## src/rtl/core/frp_pkg.sv

```systemverilog
package frp_pkg;

    localparam int TIME_W   = 63;
    localparam int HANDLE_W = 16;
    localparam int SLOT_W   = 32;
    localparam int RATE_W   = 10;
    localparam int LIMIT_W  = 6;
    localparam int PERIOD_W = 30;
    localparam int WIDE_W   = 64;
    localparam int CFG_W    = 10;
    localparam int CFG_IDX_W = 1;

    localparam logic [PERIOD_W-1:0] NS_PER_SECOND = PERIOD_W'(1000000000);
    localparam logic [RATE_W-1:0]   RATE_RESET    = RATE_W'(30);
    localparam logic [PERIOD_W-1:0] PERIOD_RESET  = PERIOD_W'(1000000000 / 30);
    localparam logic [LIMIT_W-1:0]  LIMIT_RESET   = LIMIT_W'(2);

    typedef enum logic [CFG_IDX_W-1:0] {
        REG_OUTPUT_RATE     = 1'b0,
        REG_SKIP_WARN_LIMIT = 1'b1
    } cfg_reg_t;

    typedef enum logic [2:0] {
        RC_IDLE,
        RC_DIV,
        RC_ROUND,
        RC_GAP,
        RC_DECIDE,
        RC_EMIT
    } run_state_t;

    typedef struct packed {
        logic busy;
        logic done;
    } div_stat_t;

endpackage

```

## src/rtl/core/frp_in_if.sv

```systemverilog
interface frp_in_if;
    logic                          valid;
    logic                          ready;
    logic [frp_pkg::TIME_W-1:0]    capture_time_ns;
    logic [frp_pkg::HANDLE_W-1:0]  frame_handle;

    modport source (output valid, output capture_time_ns, output frame_handle, input ready);
    modport sink   (input valid, input capture_time_ns, input frame_handle, output ready);
endinterface

```

## src/rtl/core/frp_out_if.sv

```systemverilog
interface frp_out_if;
    logic                          valid;
    logic                          ready;
    logic [frp_pkg::HANDLE_W-1:0]  out_handle;
    logic [frp_pkg::SLOT_W-1:0]    slot_number;
    logic                          is_repeat;
    logic                          skip_warning;
    logic                          order_error;
    logic                          last_of_run;

    modport source (output valid, output out_handle, output slot_number, output is_repeat,
                    output skip_warning, output order_error, output last_of_run,
                    input ready);
    modport sink   (input valid, input out_handle, input slot_number, input is_repeat,
                    input skip_warning, input order_error, input last_of_run,
                    output ready);
endinterface

```

## src/rtl/core/frp_serial_div.sv

```systemverilog
module frp_serial_div #(
    parameter int DIVIDEND_W = 63,
    parameter int DIVISOR_W  = 30
) (
    input  logic                   clk,
    input  logic                   rst_n,
    input  logic                   start,
    input  logic [DIVIDEND_W-1:0]  dividend,
    input  logic [DIVISOR_W-1:0]   divisor,
    output frp_pkg::div_stat_t     status,
    output logic [DIVIDEND_W-1:0]  quotient,
    output logic [DIVISOR_W-1:0]   remainder
);

    localparam int CW = $clog2(DIVIDEND_W + 1);

    logic [DIVIDEND_W-1:0] acc_reg, acc_next;
    logic [DIVISOR_W-1:0]  rem_reg, rem_next;
    logic [DIVISOR_W-1:0]  dvs_reg, dvs_next;
    logic [CW-1:0]         cnt_reg, cnt_next;
    logic                  busy_reg, busy_next;
    logic                  done_reg, done_next;
    logic [DIVISOR_W:0]    trial;
    logic [DIVISOR_W:0]    diff;
    logic                  fits;

    assign trial = {rem_reg, acc_reg[DIVIDEND_W-1]};
    assign diff  = trial - {1'b0, dvs_reg};
    assign fits  = ~diff[DIVISOR_W];

    always_comb
    begin
        acc_next  = acc_reg;
        rem_next  = rem_reg;
        dvs_next  = dvs_reg;
        cnt_next  = cnt_reg;
        busy_next = busy_reg;
        done_next = 1'b0;
        if (start)
        begin
            acc_next  = dividend;
            rem_next  = '0;
            dvs_next  = divisor;
            cnt_next  = CW'(DIVIDEND_W);
            busy_next = 1'b1;
        end
        else if (busy_reg)
        begin
            acc_next = {acc_reg[DIVIDEND_W-2:0], fits};
            rem_next = fits ? diff[DIVISOR_W-1:0] : trial[DIVISOR_W-1:0];
            cnt_next = cnt_reg - CW'(1);
            if (cnt_reg == CW'(1))
            begin
                busy_next = 1'b0;
                done_next = 1'b1;
            end
        end
    end

    always_ff @(posedge clk or negedge rst_n)
    begin
        if (!rst_n)
        begin
            cnt_reg  <= '0;
            busy_reg <= 1'b0;
            done_reg <= 1'b0;
        end
        else
        begin
            cnt_reg  <= cnt_next;
            busy_reg <= busy_next;
            done_reg <= done_next;
        end
    end

    always_ff @(posedge clk)
    begin
        acc_reg <= acc_next;
        rem_reg <= rem_next;
        dvs_reg <= dvs_next;
    end

    assign status.busy = busy_reg;
    assign status.done = done_reg;
    assign quotient    = acc_reg;
    assign remainder   = rem_reg;

`ifndef SYNTHESIS
    a_done_after_busy: assert property (@(posedge clk) disable iff (!rst_n)
        done_reg |-> $past(busy_reg))
        else $error("division finished without running");

    a_rem_below_divisor: assert property (@(posedge clk) disable iff (!rst_n)
        done_reg |-> (rem_reg < dvs_reg))
        else $error("remainder not below divisor");
`endif

endmodule

```

## src/rtl/core/frp_run_ctrl.sv

```systemverilog
module frp_run_ctrl #(
    parameter int MAX_REPEATS = 63
) (
    input  logic                            clk,
    input  logic                            rst_n,
    frp_in_if.sink                          frame_in,
    frp_out_if.source                       result_out,
    input  logic                            period_busy,
    input  logic [frp_pkg::PERIOD_W-1:0]    period,
    input  logic [frp_pkg::LIMIT_W-1:0]     warn_limit,
    output logic                            div_start,
    input  frp_pkg::div_stat_t              div_status,
    input  logic [frp_pkg::TIME_W-1:0]      div_quotient,
    input  logic [frp_pkg::PERIOD_W-1:0]    div_remainder
);

    localparam int RW = $clog2(MAX_REPEATS + 1);
    localparam int W  = frp_pkg::WIDE_W;

    frp_pkg::run_state_t state_reg, state_next;

    logic [frp_pkg::HANDLE_W-1:0] handle_reg, handle_next;
    logic [W-1:0]                 slot_reg, slot_next;
    logic [W:0]                   gap_reg, gap_next;
    logic [frp_pkg::SLOT_W-1:0]   next_slot_reg, next_slot_next;
    logic [frp_pkg::SLOT_W-1:0]   cur_slot_reg, cur_slot_next;
    logic [RW-1:0]                rep_cnt_reg, rep_cnt_next;
    logic                         halted_reg, halted_next;
    logic                         warn_reg, warn_next;
    logic                         err_reg, err_next;

    logic                         out_valid_reg, out_valid_next;
    logic [frp_pkg::HANDLE_W-1:0] o_handle_reg, o_handle_next;
    logic [frp_pkg::SLOT_W-1:0]   o_slot_reg, o_slot_next;
    logic                         o_rep_reg, o_rep_next;
    logic                         o_warn_reg, o_warn_next;
    logic                         o_err_reg, o_err_next;
    logic                         o_last_reg, o_last_next;

    logic                         in_fire;
    logic                         out_load;
    logic                         round_up;

    assign frame_in.ready = (state_reg == frp_pkg::RC_IDLE) && !period_busy;
    assign in_fire   = frame_in.valid && frame_in.ready;
    assign div_start = in_fire && !halted_reg;
    assign out_load  = (state_reg == frp_pkg::RC_EMIT) && (!out_valid_reg || result_out.ready);
    assign round_up  = {div_remainder, 1'b0} > {1'b0, period};

    always_comb
    begin
        state_next     = state_reg;
        handle_next    = handle_reg;
        slot_next      = slot_reg;
        gap_next       = gap_reg;
        next_slot_next = next_slot_reg;
        cur_slot_next  = cur_slot_reg;
        rep_cnt_next   = rep_cnt_reg;
        halted_next    = halted_reg;
        warn_next      = warn_reg;
        err_next       = err_reg;
        o_handle_next  = o_handle_reg;
        o_slot_next    = o_slot_reg;
        o_rep_next     = o_rep_reg;
        o_warn_next    = o_warn_reg;
        o_err_next     = o_err_reg;
        o_last_next    = o_last_reg;
        out_valid_next = result_out.ready ? 1'b0 : out_valid_reg;

        case (state_reg)
            frp_pkg::RC_IDLE:
            begin
                if (div_start)
                begin
                    handle_next = frame_in.frame_handle;
                    state_next  = frp_pkg::RC_DIV;
                end
            end
            frp_pkg::RC_DIV:
            begin
                if (div_status.done)
                begin
                    slot_next  = {1'b0, div_quotient} + W'(round_up);
                    state_next = frp_pkg::RC_ROUND;
                end
            end
            frp_pkg::RC_ROUND:
            begin
                gap_next   = {1'b0, slot_reg} - (W + 1)'(next_slot_reg);
                state_next = frp_pkg::RC_GAP;
            end
            frp_pkg::RC_GAP:
            begin
                state_next = frp_pkg::RC_DECIDE;
            end
            frp_pkg::RC_DECIDE:
            begin
                if (!gap_reg[W])
                begin
                    warn_next     = gap_reg[W-1:0] > W'(warn_limit);
                    rep_cnt_next  = (gap_reg[W-1:0] > W'(MAX_REPEATS)) ? RW'(MAX_REPEATS)
                                                                      : gap_reg[RW-1:0];
                    cur_slot_next = next_slot_reg;
                    err_next      = 1'b0;
                    state_next    = frp_pkg::RC_EMIT;
                end
                else if (&gap_reg)
                begin
                    state_next = frp_pkg::RC_IDLE;
                end
                else
                begin
                    warn_next    = 1'b0;
                    rep_cnt_next = '0;
                    err_next     = 1'b1;
                    state_next   = frp_pkg::RC_EMIT;
                end
            end
            frp_pkg::RC_EMIT:
            begin
                if (out_load)
                begin
                    out_valid_next = 1'b1;
                    o_handle_next  = handle_reg;
                    o_warn_next    = warn_reg;
                    o_err_next     = err_reg;
                    if (rep_cnt_reg != '0)
                    begin
                        o_slot_next   = cur_slot_reg;
                        o_rep_next    = 1'b1;
                        o_last_next   = 1'b0;
                        rep_cnt_next  = rep_cnt_reg - RW'(1);
                        cur_slot_next = cur_slot_reg + frp_pkg::SLOT_W'(1);
                    end
                    else
                    begin
                        o_slot_next = slot_reg[frp_pkg::SLOT_W-1:0];
                        o_rep_next  = 1'b0;
                        o_last_next = 1'b1;
                        if (err_reg)
                            halted_next = 1'b1;
                        else
                            next_slot_next = slot_reg[frp_pkg::SLOT_W-1:0]
                                             + frp_pkg::SLOT_W'(1);
                        state_next = frp_pkg::RC_IDLE;
                    end
                end
            end
            default:
            begin
                state_next = frp_pkg::RC_IDLE;
            end
        endcase
    end

    always_ff @(posedge clk or negedge rst_n)
    begin
        if (!rst_n)
        begin
            state_reg     <= frp_pkg::RC_IDLE;
            next_slot_reg <= '0;
            halted_reg    <= 1'b0;
            rep_cnt_reg   <= '0;
            out_valid_reg <= 1'b0;
        end
        else
        begin
            state_reg     <= state_next;
            next_slot_reg <= next_slot_next;
            halted_reg    <= halted_next;
            rep_cnt_reg   <= rep_cnt_next;
            out_valid_reg <= out_valid_next;
        end
    end

    always_ff @(posedge clk)
    begin
        handle_reg   <= handle_next;
        slot_reg     <= slot_next;
        gap_reg      <= gap_next;
        cur_slot_reg <= cur_slot_next;
        warn_reg     <= warn_next;
        err_reg      <= err_next;
        o_handle_reg <= o_handle_next;
        o_slot_reg   <= o_slot_next;
        o_rep_reg    <= o_rep_next;
        o_warn_reg   <= o_warn_next;
        o_err_reg    <= o_err_next;
        o_last_reg   <= o_last_next;
    end

    assign result_out.valid        = out_valid_reg;
    assign result_out.out_handle   = o_handle_reg;
    assign result_out.slot_number  = o_slot_reg;
    assign result_out.is_repeat    = o_rep_reg;
    assign result_out.skip_warning = o_warn_reg;
    assign result_out.order_error  = o_err_reg;
    assign result_out.last_of_run  = o_last_reg;

`ifndef SYNTHESIS
    a_halt_blocks_results: assert property (@(posedge clk) disable iff (!rst_n)
        halted_reg |-> !out_load)
        else $error("transaction issued after halt");

    a_error_halts: assert property (@(posedge clk) disable iff (!rst_n)
        (out_load && err_reg && (rep_cnt_reg == '0)) |=> halted_reg)
        else $error("order error did not halt");

    a_repeat_bound: assert property (@(posedge clk) disable iff (!rst_n)
        rep_cnt_reg <= RW'(MAX_REPEATS))
        else $error("repeat count above limit");
`endif

endmodule

```

## src/rtl/core/frame_rate_pacer_top.sv

```systemverilog
// Channel     | Direction | Transaction
// ------------+-----------+------------------------------------------------------
// frame_in    | sink      | capture_time_ns, frame_handle
// result_out  | source    | out_handle, slot_number, is_repeat, skip_warning,
//             |           | order_error, last_of_run
// cfg_*       | sink      | cfg_we, cfg_index, cfg_data (write only)
//
// A paced frame goes from acceptance to its first result through a 63-step serial slot
// division, then capture, round, gap, decide and load steps; each further result of
// its run is loaded as result_out accepts the one before.
// A write of output_rate starts a 30-step serial period division; frame_in is
// held off while it runs and while its quotient is stored.
// Reset clears next slot, halt flag and registers to their defaults.
// A stalled result_out holds the run; frame_in waits until the run ends.
module frame_rate_pacer_top #(
    parameter int MAX_REPEATS = 63
) (
    input  logic                              clk,
    input  logic                              rst_n,
    frp_in_if.sink                            frame_in,
    frp_out_if.source                         result_out,
    input  logic                              cfg_we,
    input  logic [frp_pkg::CFG_IDX_W-1:0]     cfg_index,
    input  logic [frp_pkg::CFG_W-1:0]         cfg_data
);

    logic [frp_pkg::PERIOD_W-1:0] period_reg, period_next;
    logic [frp_pkg::LIMIT_W-1:0]  limit_reg, limit_next;
    logic                         rate_start;
    logic [frp_pkg::RATE_W-1:0]   rate_divisor;
    frp_pkg::div_stat_t           period_status;
    logic [frp_pkg::PERIOD_W-1:0] period_quot;
    logic                         period_busy;

    logic                         slot_start;
    frp_pkg::div_stat_t           slot_status;
    logic [frp_pkg::TIME_W-1:0]   slot_quot;
    logic [frp_pkg::PERIOD_W-1:0] slot_rem;

    assign rate_start   = cfg_we && (cfg_index == frp_pkg::REG_OUTPUT_RATE);
    assign rate_divisor = (cfg_data[frp_pkg::RATE_W-1:0] == '0) ? frp_pkg::RATE_W'(1)
                                                                : cfg_data[frp_pkg::RATE_W-1:0];
    assign period_busy  = period_status.busy || period_status.done;

    always_comb
    begin
        period_next = period_reg;
        limit_next  = limit_reg;
        if (period_status.done)
            period_next = period_quot;
        if (cfg_we && (cfg_index == frp_pkg::REG_SKIP_WARN_LIMIT))
            limit_next = cfg_data[frp_pkg::LIMIT_W-1:0];
    end

    always_ff @(posedge clk or negedge rst_n)
    begin
        if (!rst_n)
        begin
            period_reg <= frp_pkg::PERIOD_RESET;
            limit_reg  <= frp_pkg::LIMIT_RESET;
        end
        else
        begin
            period_reg <= period_next;
            limit_reg  <= limit_next;
        end
    end

    frp_serial_div #(
        .DIVIDEND_W (frp_pkg::PERIOD_W),
        .DIVISOR_W  (frp_pkg::RATE_W)
    ) u_period_div (
        .clk       (clk),
        .rst_n     (rst_n),
        .start     (rate_start),
        .dividend  (frp_pkg::NS_PER_SECOND),
        .divisor   (rate_divisor),
        .status    (period_status),
        .quotient  (period_quot),
        .remainder ()
    );

    frp_serial_div #(
        .DIVIDEND_W (frp_pkg::TIME_W),
        .DIVISOR_W  (frp_pkg::PERIOD_W)
    ) u_slot_div (
        .clk       (clk),
        .rst_n     (rst_n),
        .start     (slot_start),
        .dividend  (frame_in.capture_time_ns),
        .divisor   (period_reg),
        .status    (slot_status),
        .quotient  (slot_quot),
        .remainder (slot_rem)
    );

    frp_run_ctrl #(
        .MAX_REPEATS (MAX_REPEATS)
    ) u_run_ctrl (
        .clk           (clk),
        .rst_n         (rst_n),
        .frame_in      (frame_in),
        .result_out    (result_out),
        .period_busy   (period_busy),
        .period        (period_reg),
        .warn_limit    (limit_reg),
        .div_start     (slot_start),
        .div_status    (slot_status),
        .div_quotient  (slot_quot),
        .div_remainder (slot_rem)
    );

endmodule

```

## src/flat_wrapper.sv

```systemverilog
// flat-port wrapper written by rule: the top's interface ports become plain ports
module frame_rate_pacer_top_flat 
#(
    parameter int MAX_REPEATS = 63
)
  (clk, rst_n, cfg_we, cfg_index, cfg_data, frame_in_valid, frame_in_capture_time_ns, frame_in_frame_handle, frame_in_ready, result_out_valid, result_out_out_handle, result_out_slot_number, result_out_is_repeat, result_out_skip_warning, result_out_order_error, result_out_last_of_run, result_out_ready);
  frp_in_if frame_in_i ();
  frp_out_if result_out_i ();
  input  logic clk;
  input  logic rst_n;
  input  logic cfg_we;
  input  logic [frp_pkg::CFG_IDX_W-1:0] cfg_index;
  input  logic [frp_pkg::CFG_W-1:0] cfg_data;
  input wire logic [$bits(frame_in_i.valid)-1:0] frame_in_valid;
  input wire logic [$bits(frame_in_i.capture_time_ns)-1:0] frame_in_capture_time_ns;
  input wire logic [$bits(frame_in_i.frame_handle)-1:0] frame_in_frame_handle;
  output wire logic [$bits(frame_in_i.ready)-1:0] frame_in_ready;
  output wire logic [$bits(result_out_i.valid)-1:0] result_out_valid;
  output wire logic [$bits(result_out_i.out_handle)-1:0] result_out_out_handle;
  output wire logic [$bits(result_out_i.slot_number)-1:0] result_out_slot_number;
  output wire logic [$bits(result_out_i.is_repeat)-1:0] result_out_is_repeat;
  output wire logic [$bits(result_out_i.skip_warning)-1:0] result_out_skip_warning;
  output wire logic [$bits(result_out_i.order_error)-1:0] result_out_order_error;
  output wire logic [$bits(result_out_i.last_of_run)-1:0] result_out_last_of_run;
  input wire logic [$bits(result_out_i.ready)-1:0] result_out_ready;
  assign frame_in_i.valid = frame_in_valid;
  assign frame_in_i.capture_time_ns = frame_in_capture_time_ns;
  assign frame_in_i.frame_handle = frame_in_frame_handle;
  assign frame_in_ready = frame_in_i.ready;
  assign result_out_valid = result_out_i.valid;
  assign result_out_out_handle = result_out_i.out_handle;
  assign result_out_slot_number = result_out_i.slot_number;
  assign result_out_is_repeat = result_out_i.is_repeat;
  assign result_out_skip_warning = result_out_i.skip_warning;
  assign result_out_order_error = result_out_i.order_error;
  assign result_out_last_of_run = result_out_i.last_of_run;
  assign result_out_i.ready = result_out_ready;
  frame_rate_pacer_top #(.MAX_REPEATS(MAX_REPEATS)) u_core (.clk(clk), .rst_n(rst_n), .frame_in(frame_in_i), .result_out(result_out_i), .cfg_we(cfg_we), .cfg_index(cfg_index), .cfg_data(cfg_data));
endmodule
```

## config.mk

```make
export PLATFORM = sky130hd
export DESIGN_NAME = frame_rate_pacer_top_flat
export DESIGN_NICKNAME = d
export VERILOG_FILES = /design/src/rtl/core/frp_pkg.sv /design/src/rtl/core/frp_in_if.sv /design/src/rtl/core/frp_out_if.sv /design/src/rtl/core/frp_serial_div.sv /design/src/rtl/core/frp_run_ctrl.sv /design/src/rtl/core/frame_rate_pacer_top.sv /design/src/flat_wrapper.sv
export SDC_FILE = /design/constraint.sdc
export NUM_CORES = 1
export LEC_CHECK = 0
export BUFFER_PORTS_ARGS = -buffer_cell sky130_fd_sc_hd__buf_2
export CAP_MARGIN = 20
export CELL_PAD_IN_SITES_DETAIL_PLACEMENT = 1
export CELL_PAD_IN_SITES_GLOBAL_PLACEMENT = 1
export CORE_MARGIN = 1
export CORE_UTILIZATION = 25
export CTS_CLUSTER_SIZE = 20
export DETAILED_ROUTE_END_ITERATION = 8
export PLACE_DENSITY_LB_ADDON = 0.1
export SYNTH_ARGS = -nofsm -noshare
export SYNTH_HDL_FRONTEND = slang
export SYNTH_SLANG_ARGS = --single-unit
```

## constraint.sdc

```tcl
create_clock -name clk -period 5.55 [get_ports clk]
set_clock_uncertainty 0.1 [all_clocks]
set_input_delay 0.2775 -clock clk [delete_from_list [all_inputs] [get_ports clk]]
set_output_delay 0.2775 -clock clk [all_outputs]
set_load 0.02 [all_outputs]
```

## Yosys cells after proc, flatten, opt, wreduce, memory -nomap -nowiden

Cells that the tools add are included.

| word-level totals | value |
|---|---|
| register bits | 498 |
| input bits | 95 |
| output and inout port bits | 54 |
| word-level logic and storage cells | 136 |

| operators by class | value |
|---|---|
| add/sub/neg operators | 9 |
| $lt $le $gt $ge | 3 |
| eq/ne operators | 15 |
| muxes and demuxes | 46 |
| bitwise operators | 5 |
| reduce and logical (&&, ||, !) cells | 27 |

Operators with widths:

| kind | number |
|---|---|
| $mux W32 | 4 |
| $mux W63 | 2 |
| $reduce_and A65 Y1 | 1 |
| $sub A64 B32 Y65 | 1 |
| $add A32 B1 Y32 const B | 2 |
| $add A63 B1 Y64 | 1 |
| $gt A64 B6 Y1 | 1 |
| $gt A64 B6 Y1 const B | 1 |
| $pmux W32 S2 | 1 |
| $mux W6 | 7 |
| $gt A31 B30 Y1 | 1 |
| $sub A31 B30 Y31 | 1 |
| $mux W30 | 1 |
| $mux W1 | 20 |
| $reduce_and A4 Y1 | 5 |
| $mux W3 | 6 |
| $pmux W3 S6 | 1 |
| $pmux W6 S2 | 1 |
| $sub A6 B1 Y6 const B | 2 |
| $sub A11 B10 Y11 | 1 |
| $logic_not A10 Y1 | 1 |
| $mux W10 | 1 |
| $mux W5 | 2 |
| $ne A2 B2 Y1 const B | 4 |
| 16 further kinds | 37 |

## Depth between registers and ports, before layout

| depth | value |
|---|---|
| depth in word-level cells | 7 |
| mapped depth | 20 |
| mapped depth without buffers | 20 |

## Hierarchy

A second synthesis with hierarchy kept.

| second synthesis, totals | value |
|---|---|
| cells, all modules | 2426 |
| area total of the unflattened synthesis | 26695.6 sq um |

By module, submodules not included:

| module | instances | cells each | area an instance (sq um) | sequential area each (sq um) |
|---|---|---|---|---|
| frp_run_ctrl | 1 | 1489 | 15348.5 | 8012.7 |
| frp_serial_div at u_core.u_slot_div | 1 | 608 | 6965.4 | 3593.4 |
| frp_serial_div at u_core.u_period_div | 1 | 236 | 2942.8 | 1576.5 |
| frame_rate_pacer_top | 1 | 93 | 1438.9 | 918.4 |

## Worst setup path before layout

Ideal clock, no wire load.

| path | value |
|---|---|
| kind | register -> register |
| start point | register u_core.u_run_ctrl.state_reg[1] |
| end point | register u_core.u_run_ctrl.slot_reg[0] (enable) |
| library setup time | 0.565 ns |
| data arrival time | 4.934 ns |
| data required time | 4.885 ns |
| path slack | -0.049 ns |
| stages on the path, launching flop included | 3 |
| buffers on the path | 1 |
| period minus slack after synthesis | 5.599 ns |
| path through | dfrtp_1 -> clkbuf_1 -> nor3_1 |

| on the way | value |
|---|---|
| cells in the longest elaborated chain, start to end | 2 |

RTL lines:

| what | line | text |
|---|---|---|
| from (decl) | frp_run_ctrl.sv:20 | `frp_pkg::run_state_t state_reg, state_next;` |
| from (signal assigned) | frp_run_ctrl.sv:160 | `state_reg <= frp_pkg::RC_IDLE;` |
| from (signal assigned) | frp_run_ctrl.sv:168 | `state_reg <= state_next;` |
| $eq A3 B1 Y1 | frp_run_ctrl.sv:70 | `case (state_reg)` |
| $reduce_and A2 Y1 (no line) | - |  |
| to (signal assigned) | frp_run_ctrl.sv:179 | `slot_reg <= slot_next;` |
| to (decl) | frp_run_ctrl.sv:23 | `logic [W-1:0] slot_reg, slot_next;` |

No other way between the ends.
A chain may end at the register's enable or synchronous reset.

## Final worst setup path

| path | value |
|---|---|
| start point | register u_core.period_reg[6] in the netlist's numbering |
| end point | register u_core.u_run_ctrl.slot_reg[60], data pin |

| on the way | value |
|---|---|
| cells in the longest elaborated chain, start to end | 2 |

RTL lines:

| what | line | text |
|---|---|---|
| from (decl) | frame_rate_pacer_top.sv:27 | `logic [frp_pkg::PERIOD_W-1:0] period_reg, period_next;` |
| from (signal assigned) | frame_rate_pacer_top.sv:59 | `period_reg <= frp_pkg::PERIOD_RESET;` |
| from (signal assigned) | frame_rate_pacer_top.sv:64 | `period_reg <= period_next;` |
| $gt A31 B30 Y1 | frp_run_ctrl.sv:48 | `assign round_up = {div_remainder, 1'b0} > {1'b0, period};` |
| $add A63 B1 Y64 | frp_run_ctrl.sv:83 | `slot_next = {1'b0, div_quotient} + W'(round_up);` |

No other way between the ends.

==> flow_summary.json <==
{
  "outcome": "finished, final reports clean",
  "vias": 19774,
  "clock-sinks": 498,
  "path_class": "reg -> reg",
  "synthTopCellsByArea": "edfxtp_1 (38%), dfrtp_1 (7.6%), nand2_1 (7.2%), ha_1 (5.6%), dfxtp_1 (5.3%)",
  "cts_max_level": 3,
  "slew_headroom_pct": 32.1,
  "areaGrowthSynthToFinish_pct": 20.5,
  "yosys.area_share.simple_pct": 17.7,
  "largest_reg_flops": 65,
  "utilization_pct": 30.5,
  "grt_max_degree": 66,
  "ant_nets": 0,
  "yosys-mux-area-fraction_pct": 1.91,
  "dpl.cell_count": 4105,
  "hpwl_mm": 58.8,
  "drc": 0,
  "grt_pass1_wl_mm": 126,
  "synth_top_family_by_area": "simple AND/OR/NAND/NOR gates",
  "clk_path_buf_depth": 3,
  "setup.worst_path.start": "u_core.period_reg[6]",
  "hold_path_startpoint": "cfg_we",
  "synth_edf_count": 334,
  "drive_gt1_share_pct": 11.2,
  "place_area_um2": 28600,
  "die_w_um": 326,
  "synth_area_um2": 26300,
  "yosysTopAreaCell": "edfxtp_1",
  "firstDrtPassIters": 5,
  "cts_tree": "built",
  "r2r_start": "u_core.period_reg[6]",
  "p_leak_nw": 12.8,
  "async_reset_ff_share_pct": 18.9,
  "max-cap-violations": 0,
  "period_needed_ns": 4.93,
  "syn_inst": 2650,
  "path_max_fanout": 7,
  "tightest_slew_ns": 1.02,
  "pwr_density_cell_nw_per_um2": 422,
  "viasPerCell": 4.58,
  "nNetsFinal": 3102,
  "setup_ws_ns": 0.620,
  "cp_data_required_time_ns": 5.80,
  "synth_cell_types": 82,
  "grt_pass1_vias": 21234,
  "fp.dieArea_um2": 106000,
  "globalplace.congestion": 0.803,
  "synthAdderAreaFrac_pct": 5.85,
  "use_met3_pct": 2.65,
  "initial_utilization_pct": 25.3,
  "overflow": 0,
  "core_um2": 104000,
  "ir_worst_vdd_v": 0.000206,
  "io_pins": 149,
  "yosysSeqAreaShare_pct": 52.6,
  "finalSetupViolCount": 0,
  "multi_input_area_um2": 11500,
  "fin_crit_sh_pct": 88.8,
  "fmax_ghz": 0.203,
  "pre_cts_ws_ns": 0.538,
  "seq_area_um2": 13800,
  "cts_buffers": 68,
  "stdcell_area_um2": 31600,
  "maxSlewViolCount": 0,
  "synth_xor_area_share_pct": 7.14,
  "hold_buffers": 91,
  "grtUsageMet1_pct": 21.4,
  "post-cts-setup-buffer-count": 0,
  "root_buffer": "clkbuf_16",
  "synth-compound-area-share_pct": 11.0,
  "endpoint_kind": "flip-flop",
  "final_cells": 4316,
  "synth_top_area_share_pct": 38.2,
  "hold_path_class": "in -> reg",
  "synth.ff_latch_count": 498,
  "cts_resized": 0,
  "busiest_layer": "met2",
  "dieHeight_um": 326,
  "cp-start-kind": "flip-flop",
  "rsz0062_at_grt": "no",
  "syn_avg_cell_area_um2": 9.91,
  "nFillCells": 11760,
  "clock_latency_ns": 0.62,
  "cp.arrival_ns": 5.17,
  "grt_use_total_pct": 15.1,
  "hold_violations": 0,
  "rows": 118,
  "use_met2_pct": 23.4,
  "synth_ff_type": "edfxtp_1",
  "wl_per_cell_um": 18.6,
  "path_clk_slew_ns": 0.06,
  "antenna_found_initial": 1,
  "io_buffers": 148,
  "drt-total-wl_mm": 80.4,
  "drt_iter0_markers": 925,
  "synth_warnings": 0,
  "syn-num-nets": 2866,
  "finalSetupTns_ns": 0
}
[where the power goes]
part | switching, mW | internal [mW] | total [mW]
Sequential | 0.656 | 4.77 | 5.43
Combinational | 2.15 | 1.49 | 3.65
Clock | 1.69 | 2.57 | 4.26
[routing by layer]
| layer | routed length (um) | part of all wire (%) |
|---|---|---|
| met3 | 2370 | 3.0 |
| met5 | 11 | 0.014 |
| met1 | 40900 | 51 |
| met2 | 35100 | 44 |
| met4 | 2120 | 2.6 |
[cell families (layout without fill, tap and decap cells)]
kind of cell / after synthesis / after routing
AOI/OAI and AO/OA: 491 / 491
xor gates and xnor gates: 214 / 214
adders and majority gates: 121 / 121
buffers and inverters: 260 / 545
DFF: 498 / 498
muxes: 49 / 49
other: 0 / 1
and+or+nand+nor: 1017 / 1017
[area by class of cell]
class                      count  area share (%)
antenna                        1         0.00791
inverter                     161            1.92
timing repair buffer         265            5.86
tap                         1380            5.46
multi-input combinational   1892            36.4
sequential                   498            43.6
clock buffer                  95            6.16
clock inverter                24           0.578
[cell usage after synthesis (5+ instances only)]
| cell | instances |
|---|---|
| nand2_1 | 505 |
| edfxtp_1 | 334 |
| o21ai_0 | 179 |
| a21oi_1 | 176 |
| nor2_1 | 168 |
| inv_1 | 160 |
| ha_1 | 118 |
| xnor2_1 | 113 |
| xor2_1 | 101 |
| clkbuf_1 | 82 |
| dfrtp_1 | 80 |
| dfxtp_1 | 70 |
| nand3_1 | 69 |
| nand4_1 | 64 |
| nor3_1 | 49 |
| mux2i_1 | 41 |
| and3_1 | 27 |
| nor4_1 | 27 |
| a21o_1 | 25 |
| nor2b_1 | 23 |
| nand2b_1 | 22 |
| and4_1 | 15 |
| dfstp_2 | 14 |
| or3_1 | 13 |
| o211ai_1 | 11 |
| a211oi_1 | 10 |
| a31oi_1 | 9 |
| o21bai_1 | 9 |
| mux2_2 | 8 |
| buf_1 | 7 |
| or2_2 | 7 |
| o21ai_1 | 6 |
| a21boi_0 | 5 |
| and2_1 | 5 |
| o31a_1 | 5 |
[metrics by stage]
| stage | hold WS [ns] | power, mW |
|---|---|---|
| 5_1_grt | 0.0836 | 14.2 |
| 3_5_place_dp | 0.275 | 9.16 |
| 3_3_place_gp | 0.278 | 9.08 |
| 4_1_cts | 0.0449 | 13.6 |
| 6_report | 0.0874 | 13.3 |
| 2_1_floorplan | -0.118 | 7.94 |
[cell usage in the layout (no fill, tap or decap), drive strengths merged, types with 27 or more instances in the layout]
cell type,instances
buf,174
nand2,505
o21ai,187
and3,27
xor2,101
dfrtp,80
nor2,169
inv,160
nand3,69
a21oi,178
ha,118
mux2i,41
clkbuf,95
dlygate4sd3,91
nor3,51
xnor2,113
edfxtp,334
nand4,64
dfxtp,70
nor4,31
[worst paths after layout]
kind	depth (start not counted)	endpoint	slack, ns
worst max-delay path	18	u_core.u_run_ctrl.slot_reg[60]	0.62
worst min-delay path	4	u_core.u_period_div.quotient[17]	0.09
worst max register to register	18	u_core.u_run_ctrl.slot_reg[60]	0.62
worst min register to register	0	u_core.u_run_ctrl.result_out.out_handle[5]	0.32
max in group asynchronous	3	u_core.period_reg[7]	3.90
min in group asynchronous	2	u_core.u_run_ctrl.state_reg[0]	0.17
[worst max-delay path, stage by stage, from the launching register on]
cell and delay [ns]:
dfstp_2 0.52, inv_1 0.05, ha_1 0.29, nand4_1 0.14
a21oi_1 0.17, a211oi_1 0.09, o21ai_0 0.44, nand2_1 0.12
o2111ai_1 0.15, a2111oi_0 0.15, a31oi_1 0.26, ha_1 0.35
ha_1 0.30, nand2_1 0.19, nor2_1 0.38, nand2_1 0.23
nor2_1 0.40, nand4_1 0.17, xnor2_1 0.15
Note: power is estimated with default switching activity, not from simulation.
